**src/rtl/clwu_pkg.sv**
```systemverilog
// clwu_pkg: shared types and constants for the competitive-learning winner block.
// No dependencies.
`default_nettype none
package clwu_pkg;

   localparam int MAX_INPUTS       = 64;
   localparam int MAX_OUTPUTS      = 16;
   localparam int LINE_W           = 6;
   localparam int UNIT_W           = 4;
   localparam int WEIGHT_W         = 17;
   localparam int SUM_W            = 23;
   localparam int COUNT_W          = 7;
   localparam int DIV_STEPS        = 17;

   localparam logic [WEIGHT_W-1:0] WEIGHT_ONE = 17'h10000;

   localparam logic [1:0] KIND_WRITE   = 2'd0;
   localparam logic [1:0] KIND_READ    = 2'd1;
   localparam logic [1:0] KIND_PATTERN = 2'd2;

   localparam logic [1:0] CSR_NUM_INPUTS   = 2'd0;
   localparam logic [1:0] CSR_NUM_OUTPUTS  = 2'd1;
   localparam logic [1:0] CSR_LEARN_RATE   = 2'd2;
   localparam logic [1:0] CSR_LEARN_ENABLE = 2'd3;

   typedef struct packed {
      logic [1:0]          kind;
      logic [UNIT_W-1:0]   unit_index;
      logic [LINE_W-1:0]   input_index;
      logic [WEIGHT_W-1:0] weight_value;
      logic [63:0]         pattern_bits;
   } req_type;

   typedef struct packed {
      logic [UNIT_W-1:0]   winner;
      logic [WEIGHT_W-1:0] read_value;
      logic [COUNT_W-1:0]  active_count;
      logic                error;
   } rsp_type;

   typedef enum logic [1:0] {
      ADDR_ITEM,
      ADDR_SWEEP,
      ADDR_WINNER
   } addr_sel_type;

   typedef enum logic [3:0] {
      ST_IDLE,
      ST_DECODE,
      ST_SUM,
      ST_SUM_DRAIN,
      ST_CHECK,
      ST_RECIP,
      ST_UPD_RD,
      ST_UPD_MUL,
      ST_UPD_WR,
      ST_DONE
   } state_type;

   typedef struct packed {
      logic              load_item;
      addr_sel_type      addr_sel;
      logic [UNIT_W-1:0] unit;
      logic [LINE_W-1:0] line;
      logic              mem_rd;
      logic              mem_wr_item;
      logic              mem_wr_upd;
      logic              sum_valid;
      logic              sum_first;
      logic              sum_last;
      logic              div_step;
      logic              div_first;
      logic              mul_en;
      logic              load_rsp;
   } cmd_type;

   typedef struct packed {
      logic [1:0] kind;
      logic       item_err;
      logic       learn_go;
      logic       rsp_free;
   } status_type;

endpackage
`default_nettype wire

```
**src/rtl/clwu_ctrl.sv**
```systemverilog
// clwu_ctrl: sequencer for item decode, sum sweep, reciprocal and winner update.
// Depends on clwu_pkg.
`default_nettype none
module clwu_ctrl
   import clwu_pkg::*;
(
   input  wire logic               clock,
   input  wire logic               reset,
   input  wire logic               req_valid,
   output logic                    req_stall,
   input  wire logic [COUNT_W-1:0] n_in,
   input  wire logic [4:0]         n_out,
   input  wire status_type         status,
   output cmd_type                 cmd
);

   state_type         state_ff, state_in;
   logic [UNIT_W-1:0] u_ff, u_in;
   logic [LINE_W-1:0] i_ff, i_in;
   logic              line_last;
   logic              unit_last;

   assign line_last = ({1'b0, i_ff} == (n_in - 7'd1));
   assign unit_last = ({1'b0, u_ff} == (n_out - 5'd1));

   always_ff @(posedge clock) begin
      if (reset) begin
         state_ff <= ST_IDLE;
         u_ff     <= '0;
         i_ff     <= '0;
      end else begin
         state_ff <= state_in;
         u_ff     <= u_in;
         i_ff     <= i_in;
      end
   end

   always_comb begin
      state_in  = state_ff;
      u_in      = u_ff;
      i_in      = i_ff;
      cmd       = '0;
      cmd.addr_sel = ADDR_ITEM;
      cmd.unit  = u_ff;
      cmd.line  = i_ff;
      req_stall = 1'b1;
      case (state_ff)
         ST_IDLE: begin
            req_stall = 1'b0;
            if (req_valid) begin
               cmd.load_item = 1'b1;
               state_in      = ST_DECODE;
            end
         end
         ST_DECODE: begin
            u_in     = '0;
            i_in     = '0;
            state_in = ST_DONE;
            if (status.kind == KIND_WRITE && !status.item_err) begin
               cmd.mem_wr_item = 1'b1;
            end else if (status.kind == KIND_READ && !status.item_err) begin
               cmd.mem_rd = 1'b1;
            end else if (status.kind == KIND_PATTERN) begin
               state_in = ST_SUM;
            end
         end
         ST_SUM: begin
            cmd.addr_sel  = ADDR_SWEEP;
            cmd.mem_rd    = 1'b1;
            cmd.sum_valid = 1'b1;
            cmd.sum_first = (i_ff == '0);
            cmd.sum_last  = line_last;
            if (line_last) begin
               i_in = '0;
               if (unit_last) begin
                  state_in = ST_SUM_DRAIN;
               end else begin
                  u_in = u_ff + 4'd1;
               end
            end else begin
               i_in = i_ff + 6'd1;
            end
         end
         ST_SUM_DRAIN: begin
            state_in = ST_CHECK;
         end
         ST_CHECK: begin
            i_in     = '0;
            state_in = status.learn_go ? ST_RECIP : ST_DONE;
         end
         ST_RECIP: begin
            cmd.div_step  = 1'b1;
            cmd.div_first = (i_ff == '0);
            if (i_ff == LINE_W'(DIV_STEPS - 1)) begin
               i_in     = '0;
               state_in = ST_UPD_RD;
            end else begin
               i_in = i_ff + 6'd1;
            end
         end
         ST_UPD_RD: begin
            cmd.addr_sel = ADDR_WINNER;
            cmd.mem_rd   = 1'b1;
            state_in     = ST_UPD_MUL;
         end
         ST_UPD_MUL: begin
            cmd.mul_en = 1'b1;
            state_in   = ST_UPD_WR;
         end
         ST_UPD_WR: begin
            cmd.addr_sel   = ADDR_WINNER;
            cmd.mem_wr_upd = 1'b1;
            if (line_last) begin
               state_in = ST_DONE;
            end else begin
               i_in     = i_ff + 6'd1;
               state_in = ST_UPD_RD;
            end
         end
         ST_DONE: begin
            if (status.rsp_free) begin
               cmd.load_rsp = 1'b1;
               state_in     = ST_IDLE;
            end
         end
         default: begin
            state_in = ST_IDLE;
         end
      endcase
   end

`ifndef SYNTHESIS
   a_recip_to_update: assert property (@(posedge clock) disable iff (reset)
      (state_ff == ST_RECIP && i_ff == LINE_W'(DIV_STEPS - 1)) |=> state_ff == ST_UPD_RD)
      else $error("reciprocal did not hand over to update");
   a_accept_idle: assert property (@(posedge clock) disable iff (reset)
      cmd.load_item |=> state_ff == ST_DECODE)
      else $error("item load without decode");
   a_sum_unit_range: assert property (@(posedge clock) disable iff (reset)
      (state_ff == ST_SUM) |-> ({1'b0, u_ff} < n_out))
      else $error("sum sweep past last unit");
`endif

endmodule
`default_nettype wire

```
**config.mk**
```make
export PLATFORM = sky130hd
export DESIGN_NAME = clwu_ctrl
export DESIGN_NICKNAME = d
export VERILOG_FILES = /design/src/rtl/clwu_pkg.sv /design/src/rtl/clwu_ctrl.sv
export SDC_FILE = /design/constraint.sdc
export NUM_CORES = 1
export LEC_CHECK = 0
export ABC_AREA = 1
export ABC_CLOCK_PERIOD_IN_PS = 3300
export BUFFER_PORTS_ARGS = -buffer_cell sky130_fd_sc_hd__buf_2
export CAP_MARGIN = 5
export CORE_ASPECT_RATIO = 0.9
export CORE_UTILIZATION = 58
export CTS_CLUSTER_DIAMETER = 60
export DETAILED_ROUTE_END_ITERATION = 10
export MAX_ROUTING_LAYER = met4
export PLACE_DENSITY = 0.84
export RECOVER_POWER = 25
export SYNTH_ARGS = -nofsm -noshare
export SYNTH_HDL_FRONTEND = slang
export SYNTH_SLANG_ARGS = --single-unit
```
**constraint.sdc**
```tcl
create_clock -name clock -period 3.3 [get_ports clock]
set_clock_uncertainty 0.15 [all_clocks]
set_input_delay 0.33 -clock clock [delete_from_list [all_inputs] [get_ports clock]]
set_output_delay 0.33 -clock clock [all_outputs]
set_load 0.03 [all_outputs]
```
==> results of run 1 <==
logic make-up (layout without fill, tap and decap cells):
kind of cell / Yosys count / count (layout) / synth area share
xor+xnor: 4 / 4 / 0.0208
simple gates: 188 / 188 / 0.558
flops: 14 / 14 / 0.166
buf+inv: 55 / 99 / 0.128
fa+ha+maj: 5 / 5 / 0.0371
compound gates: 25 / 25 / 0.0898
layout make-up:
class	count	area (sq um)	area share
multi-input combinational	222	1190	0.611
inverter	53	201	0.103
clock buffer	3	22.5	0.0116
sequential	14	280	0.144
timing repair buffer	43	204	0.105
tap	40	50.0	0.0257
metal layers:
metal,vias up,global-route usage
met2,58,0.453
met1,832,0.345
met5,-,-
met4,0,0.0476
li1,1007,-
met3,6,0.0293
power by group through the flow:
stage	clock, mW	sequential, mW	combinational, mW
2_1_floorplan	0	0.249	0.566
3_3_place_gp	0	0.236	0.726
3_5_place_dp	0	0.236	0.730
4_1_cts	0.0993	0.233	0.735
5_1_grt	0.106	0.238	0.820
6_report	0.0987	0.235	0.737
registers in the layout, indices dropped and copies added (netlist names):
signal / flops
state_ff: 4
u_ff: 4
i_ff: 6
worst reg2reg max path, stage by stage (launching register included):
cell and delay [ns]:
dfxtp_1 0.39, inv_2 0.13, ha_1 0.15, nand2_1 0.05
nor2_1 0.12, nand3_1 0.14, nand2_1 0.14, nand3_1 0.12
inv_1 0.07, nand2_1 0.05, nor2_1 0.17, nand2_1 0.09
a21oi_1 0.12
path summary, 6_finish.rpt:
path                             from                       end  slack [ns]  depth (start not counted)
min reg2reg  state_ff[1]$_SDFFE_PP0P_  state_ff[1]$_SDFFE_PP0P_        0.35                          2
max              i_ff[1]$_SDFFE_PP0P_                    cmd[4]        1.07                          9
min                             reset      i_ff[4]$_SDFFE_PP0P_        0.21                          2
max reg2reg      i_ff[0]$_SDFFE_PP0P_  state_ff[0]$_SDFFE_PP0P_        1.36                         12
Yosys cell counts (all sizes together):
cell      n
ha        5
o41ai     1
nand2   108
o31ai     1
nand3    33
xor2      4
nand3b    1
o21ai     8
a31oi     1
inv      53
o32ai     1
nor3      2
nand4     5
nor4      2
nor2     37
buf       2
a21oi    13
dfxtp    14
placed cells by master (no fill, tap or decap), drive strengths merged:
cell    instances
a21oi          13
a31oi           1
buf            34
clkbuf         12
dfxtp          14
ha              5
inv            53
nand2         108
nand3          33
nand3b          1
nand4           5
nor2           37
nor3            2
nor4            2
o21ai           8
o31ai           1
o32ai           1
o41ai           1
xor2            4
==> metrics.yaml, run 1 <==
die_w_microns: 58.8
leakage_nw: 1.11
path_clk_slew_ns: 0.08
syn_avg_cell_area_sq_um: 5.79
die_h_microns: 53.1
cp_common_cell: "nor2_8"
drive_gt1_frac: 0.248
wl_per_cell_microns: 10.4
fin_tns_setup_ns: 0
ios: 44
relSlewSlack: 0.755
critical_path.top_delay_family: "simple AND/OR/NAND/NOR gates"
fin_crit_ns: 2.23
fin_area_sq_um: 1950
max_cap_violations: 0
final_util: 0.709
holdWs_ns: 0.207
dr.pass1.iters: 4
ys_warn_count: 0
cts_setup_buffers: 0
crit_fanout: 7
gp_congestion: 0.891
antenna_cells: 0
placed_area_sq_um: 1940
netSwitchingPower_mw: 0.615
areaGrowthSynthToFinish_pct: 15.5
h-tree-depth: 1
syn_inst: 291
avgViaCountPerCell: 5.07
ant_nets: 0
drt_iter0_markers: 129
ys_types: 29
track_usage: 0.266
wl_met2_microns: 1730
cts_hold_buf: 0
start_util: 0.613
cts_inserted_buffers: 3
cts_resized: 0
pre_cts_ws_ns: 1.06
switching_share: 0.575
synth_area_sq_um: 1690
wl_met3_microns: 181
slew_viol_final: 0
required_ns: 2.82
setup_viol_count_final: 0
status: "finished, final reports clean"
path_buf_inv: 2
path_cells: "inv_2 -> nand2_1 -> nand2_2 -> nor2_8 -> nand3_4 -> nor2_8 -> nand2_8 -> nor2_8 -> buf_2"
dp_hpwl_microns: 3190
arrival_ns: 1.75
dieArea_sq_um: 3130
rows: 18
ys_top_cells_by_area: "nand2_1, dfxtp_1, inv_1, nand3_1, nor2_1"
fin_crit_sh: 0.676
wl_microns: 3880
io_buffers: 43
p_int_mw: 0.455
p_total_mw: 1.07
synth_fp_nets: 316
pwr-share-seq: 0.219
critPathCaptureType: "output port"
antenna_found_initial: 0
routedLengthMet1_microns: 1940
min_path_type: "input pin to flip-flop"
cts.sinks: 14
fin_ws_ns: 1.07
critPathKind: "flip-flop to output port"
grt.overflow.total: 0
synth_seq_cells: 14
cts_max_path_buffers: 2
dp.cells: 372
fill_cells: 278
netlist.area_leader.share: 0.203
ys_seq_area_frac: 0.166
core_sq_um: 2750
combPwrFrac: 0.689
nets: 362
powerDensity_nw_per_um2: 550
slowest_delay_ns: 0.46
irDropWorstVdd_v: 0.000589
cts_tree: "done"
fin_cells: 375
synth_top_area_cell: "nand2_1"
start_kind: "flip-flop"
highest_layer: "met4"
root_buffer: "clkbuf_4"
worstMarginPinSlew_ns: 0.369
max_freq_mhz: 448
grt_pass1_vias: 1530
clock_latency_ns: 0.28
hold_viol_final: 0
grt_max_degree: 11
cp_slowest_cell: "dfxtp_1"
rsz0062_at_grt: "no"
detailroute.via_count: 1903
clkPwrFrac: 0.092
grt_pass1_wl_microns: 6250
route.detailed.drc: 0
Power figures use the tool's default switching activity.
==> inputs of run 2 (changes only) <==
- ABC_CLOCK_PERIOD_IN_PS: 3300 -> 2080
- CORE_UTILIZATION: 58 -> 53
- PLACE_DENSITY: 0.84 -> 0.77
- clock period: 3.3 -> 2.08 ns (I/O delays scaled with it)
==> metrics.yaml, run 2 (synthesis gave the netlist of run 1 again) <==
cp_slowest_cell: "dfxtp_1"
critPathCaptureType: "output port"
p_total_mw: 1.78  # +67%
cts_hold_buf: 0  # unchanged
rows: 19  # +1
grt_max_degree: 11  # unchanged
top_register: "i_ff"
wl_microns: 4040  # +4.0%
worstMarginPinSlew_ns: 0.361  # -0.00801 ns
h-tree-depth: 1  # unchanged
leakage_nw: 1.14  # +3.4%
fin_tns_setup_ns: 0  # unchanged
drive_gt1_frac: 0.271  # +0.0228
seq_area_sq_um: 283  # +0.89%
path_cells: "buf_4 -> nand2_1 -> nand2_2 -> nor2_8 -> nand3_4 -> nor2_8 -> nand2_8 -> nor2_8 -> buf_6"
fill_cells: 313  # +13%
reg.largest.list: "i_ff: 6 flops, state_ff: 4 flops, u_ff: 4 flops"
critical_path.top_delay_family: "simple AND/OR/NAND/NOR gates"
die_h_microns: 55.5  # +4.4%
placed_area_sq_um: 1970  # +1.7%
irDropWorstVdd_v: 0.000613  # +4.0%
min_path_type: "input pin to flip-flop"
dr.pass1.iters: 5  # +1
root_buffer: "clkbuf_4"
status: "finished, final reports clean"
cts_tree: "done"
fin_crit_sh: 0.951
cp_common_cell: "nor2_8"
powerDensity_nw_per_um2: 887  # +61%
wl_per_cell_microns: 10.6  # +2.1%
max_cap_violations: 0  # unchanged
arrival_ns: 1.62  # -0.13 ns
avgViaCountPerCell: 4.98  # -1.8%
io_buffers: 43  # unchanged
path_clk_slew_ns: 0.09  # about the same
grt_pass1_vias: 1665  # +8.8%
dp.cells: 377  # +1.3%
antenna_cells: 0  # unchanged
start_kind: "flip-flop"
detailroute.via_count: 1904  # +0.053%
path_buf_inv: 2  # unchanged
clock_latency_ns: 0.29  # about the same
layout_commonest_cell: "nand2_1"
fin_cells: 382  # +1.9%
grt_pass1_wl_microns: 6760  # +8.1%
core_sq_um: 3040  # +11%
final_cell_mix: "nand2_1, inv_1, buf_2"
relSlewSlack: 0.761  # +0.00531
die_w_microns: 61.4  # +4.5%
cts_inserted_buffers: 3  # unchanged
rsz0062_at_grt: "no"
cts_max_path_buffers: 2  # unchanged
grt.overflow.total: 0  # unchanged
slew_viol_final: 0  # unchanged
drt_iter0_markers: 79  # -39%
nets: 366  # +1.1%
largest_reg_flops: 6  # unchanged
ant_nets: 0  # unchanged
required_ns: 1.72  # -1.10 ns
gp_congestion: 0.996  # +12%
max_freq_mhz: 506
hold_viol_final: 0  # unchanged
dieArea_sq_um: 3410  # +9.1%
crit_fanout: 7  # unchanged
critPathKind: "flip-flop to output port"
route.detailed.drc: 0  # unchanged
setup_viol_count_final: 0  # unchanged
dp_hpwl_microns: 3220  # +1.0%
ios: 44  # unchanged
fin_crit_ns: 1.98
multi_input_area_sq_um: 1200  # +0.63%
fin_area_sq_um: 2010  # +3.3%
start_util: 0.554  # -0.0595
holdWs_ns: 0.0786  # -0.129 ns
cts.sinks: 14  # unchanged
areaGrowthSynthToFinish_pct: 19.4
antenna_found_initial: 0  # unchanged
track_usage: 0.263  # -0.00316
slowest_delay_ns: 0.34  # -0.12 ns
-- run 2: cell type report --
cell class              count  share of cell area
multi-input cells         222               0.595
repair buffers             47               0.121
well taps                  42              0.0261
flip-flops and latches     14               0.141
clock buffers               4              0.0180
inverters                  53               0.100
-- run 2: repair_timing --
item	4_1_cts	5_1_grt
resized for setup	1	6
setup buffers	0	1
setup endpoints to repair	1	2
pin swaps	0	1
-- run 2: metrics by stage --
stage          setup slack (ns)   util
6_report                  0.103  0.661
5_1_grt                  0.0193  0.661
4_1_cts                  0.0130  0.659
3_5_place_dp             0.0916  0.647
3_3_place_gp              0.123  0.647
2_1_floorplan            0.0912      -
-- run 2: final timing paths --
kind	depth (start not counted)	end	slack, ns	start
worst min-delay path	2	i_ff[3]$_SDFFE_PP0P_	0.08	reset
worst max register to register	11	state_ff[0]$_SDFFE_PP0P_	0.25	i_ff[2]$_SDFFE_PP0P_
worst max-delay path	9	cmd[4]	0.10	i_ff[1]$_SDFFE_PP0P_
worst min register to register	2	i_ff[1]$_SDFFE_PP0P_	0.36	i_ff[1]$_SDFFE_PP0P_
-- run 2: report_power, final --
| part | total (mW) | internal (mW) | switching (mW) | leakage [nW] |
|---|---|---|---|---|
| Clock | 0.208 | 0.107 | 0.102 | 0.0210 |
| Sequential | 0.362 | 0.311 | 0.0501 | 0.115 |
| Combinational | 1.21 | 0.363 | 0.851 | 1.01 |
| Total | 1.78 | 0.781 | 1.00 | 1.14 |
-- run 2: layer usage --
layer / vias to the layer above / GRT usage / wire, microns
li1: 1017 / - / -
met1: 818 / 0.370 / 2010
met2: 63 / 0.393 / 1770
met3: 6 / 0.0375 / 225
met4: 0 / 0.0698 / 31
met5: - / - / 0
-- run 2: worst register-to-register path, cell delays in order (launching register included) --
cell	delay, ns
dfxtp_1	0.41
inv_2	0.14
nand2_1	0.07
nor2_1	0.13
nand3_1	0.14
nand2_1	0.14
nand3_1	0.13
inv_1	0.07
nand2_1	0.05
nor2_1	0.13
nand2_1	0.09
a21oi_1	0.13
==> inputs of run 3 (changes only) <==
- REMOVE_ABC_BUFFERS: default -> 1
==> metrics.yaml, run 3 (synthesis gave the netlist of run 1 again) <==
p_total_mw: 1.77  # -0.77%
min_path_type: "input pin to flip-flop"
relSlewSlack: 0.761  # about the same
wl_per_cell_microns: 10.6  # about the same
die_w_microns: 61.4  # unchanged
worstHoldStart: "reset"
grt_pass1_wl_microns: 6770  # +0.19%
h-tree-depth: 1  # unchanged
wl_microns: 4010  # -0.72%
ios: 44  # unchanged
cts_inserted_buffers: 3  # unchanged
leakage_nw: 1.15  # +0.76%
rrSetupSlack_ns: 0.27  # +0.02 ns
holdPathStages: 2  # unchanged
drt_iter0_markers: 82  # +3.8%
path_buf_inv: 2  # unchanged
die_h_microns: 55.5  # unchanged
required_ns: 1.72  # about the same
core_sq_um: 3040  # unchanged
start_util: 0.554  # unchanged
cts_max_path_buffers: 2  # unchanged
cts_hold_buf: 0  # unchanged
ant_nets: 0  # unchanged
drive_gt1_frac: 0.291  # +0.0202
combPwrFrac: 0.677  # -0.004
reg.largest.list: "i_ff: 6 flops, state_ff: 4 flops, u_ff: 4 flops"
fin_ws_ns: 0.0710  # -0.0318 ns
pre_cts_ws_ns: 0.0830  # -0.00864 ns
cp_slowest_cell: "dfxtp_1"
grt_pass1_vias: 1680  # +0.90%
antenna_cells: 0  # unchanged
r2r_end: "state_ff[0]$_SDFFE_PP0P_"
nets: 363  # -0.82%
arrival_ns: 1.65  # +0.03 ns
final_util: 0.656  # -0.00493
clkPwrFrac: 0.117  # about the same
cts.sinks: 14  # unchanged
clock_latency_ns: 0.29  # about the same
rsz0062_at_grt: "yes"
switching_share: 0.560  # -0.00218
io_buffers: 43  # unchanged
status: "finished, final reports clean"
root_buffer: "clkbuf_4"
crit_fanout: 7  # unchanged
start_kind: "flip-flop"
critPathCaptureType: "output port"
critical_path.top_delay_family: "simple AND/OR/NAND/NOR gates"
path_clk_slew_ns: 0.09  # about the same
cts_tree: "done"
critPathKind: "flip-flop to output port"
slew_viol_final: 0  # unchanged
fin_crit_sh: 0.966  # +0.0153
largest_reg_flops: 6  # unchanged
powerDensity_nw_per_um2: 887  # about the same
dr.pass1.iters: 4  # -1
p_int_mw: 0.779  # -0.28%
max_cap_violations: 0  # unchanged
hold_viol_final: 0  # unchanged
grt.overflow.total: 0  # unchanged
gp_congestion: 0.999  # +0.26%
route.detailed.drc: 0  # unchanged
worstReg2RegStart: "i_ff[1]$_SDFFE_PP0P_"
path_cells: "buf_4 -> nand2_1 -> nand2_2 -> nor2_8 -> nand3_4 -> nor2_8 -> nand2_8 -> nor2_8 -> buf_4"
placed_area_sq_um: 1950  # -1.1%
fin_area_sq_um: 2000  # -0.75%
max_freq_mhz: 498  # -1.6%
cp-startpoint: "i_ff[0]$_SDFFE_PP0P_"
dieArea_sq_um: 3410  # unchanged
dp_hpwl_microns: 3240  # +0.50%
areaGrowthSynthToFinish_pct: 18.5
holdPathEnd: "i_ff[1]$_SDFFE_PP0P_"
rr_worst_depth: 12  # +1
antenna_found_initial: 0  # unchanged
holdWs_ns: 0.0756  # -0.00301 ns
track_usage: 0.263  # unchanged
pwr-share-seq: 0.206  # +0.003
setup_viol_count_final: 0  # unchanged
slowest_delay_ns: 0.33  # about the same
detailroute.via_count: 1916  # +0.63%
rows: 19  # unchanged
worstMarginPinSlew_ns: 0.360  # -0.00100 ns
layout_commonest_cell: "nand2_1"
netSwitchingPower_mw: 0.992  # -1.2%
irDropWorstVdd_v: 0.000637  # +3.9%
avgViaCountPerCell: 5.06  # +1.4%
fin_cells: 379  # -0.79%
dp.cells: 375  # -0.53%
top_register: "i_ff"
fin_crit_ns: 2.01  # +0.0318 ns
grt_max_degree: 11  # unchanged
final_cell_mix: "nand2_1, inv_1, buf_2"
fin_tns_setup_ns: 0  # unchanged
cp_common_cell: "nor2_8"
## run 3: cell types whose count changed in the layout (fill, tap and decap cells not counted), moves of 2 or more
| cell | before | now |
|---|---|---|
| clkbuf_1 | 9 | 2 |
| dfxtp_1 | 12 | 10 |
| buf_4 | 5 | 3 |
| dfxtp_4 | 0 | 2 |
| buf_2 | 32 | 39 |
## run 3: layout make-up
cell class,instances,area [sq um]
fill,321,1050
tap,42,52.6
sequential,14,290
timing repair buffer,44,225
multi-input combinational,222,1190
inverter,53,201
clock buffer,4,36.3
## run 3: power groups by stage
stage / registers [mW] / logic (mW) / clock network, mW
CTS: 0.362 / 1.18 / 0.212
detailed placement: 0.367 / 1.18 / 0
global route: 0.372 / 1.33 / 0.224
global placement: 0.367 / 1.17 / 0
finish: 0.365 / 1.20 / 0.207
floorplan: 0.395 / 0.887 / 0
## run 3: layer usage
| layer | vias to the layer above | routed length [microns] | GRT usage |
|---|---|---|---|
| li1 | 1008 | - | - |
| met1 | 841 | 1890 | 0.354 |
| met2 | 59 | 1840 | 0.404 |
| met3 | 8 | 238 | 0.0445 |
| met4 | 0 | 48 | 0.0730 |
| met5 | - | 0 | - |
## run 3: worst max path at each step
| stage | to | slack (ns) | depth (start not counted) |
|---|---|---|---|
| global placement | cmd[4] | 0.12 | 12 |
| finish | cmd[4] | 0.07 | 9 |
| floorplan | cmd[9] | -0.02 | 5 |
| global route | cmd[4] | -0.04 | 10 |
| detailed placement | cmd[4] | 0.08 | 12 |
| CTS | cmd[4] | 0.008 | 11 |
## run 3: what timing repair did
item                                   CTS  global route
buffers inserted                         0             0
resized for setup                        3             8
pin swaps                                0             0
cloned                                   0             0
setup endpoints to repair                1             2
endpoints found under the hold margin    0             0
## run 3: worst reg2reg max path: stages (launching register included)
cell,delay (ns)
dfxtp_4,0.38
inv_2,0.07
ha_1,0.13
nand2_1,0.05
nor2_1,0.12
nand3_1,0.14
nand2_1,0.13
nand3_1,0.13
inv_1,0.07
nand2_1,0.05
nor2_1,0.13
nand2_1,0.08
a21oi_1,0.11
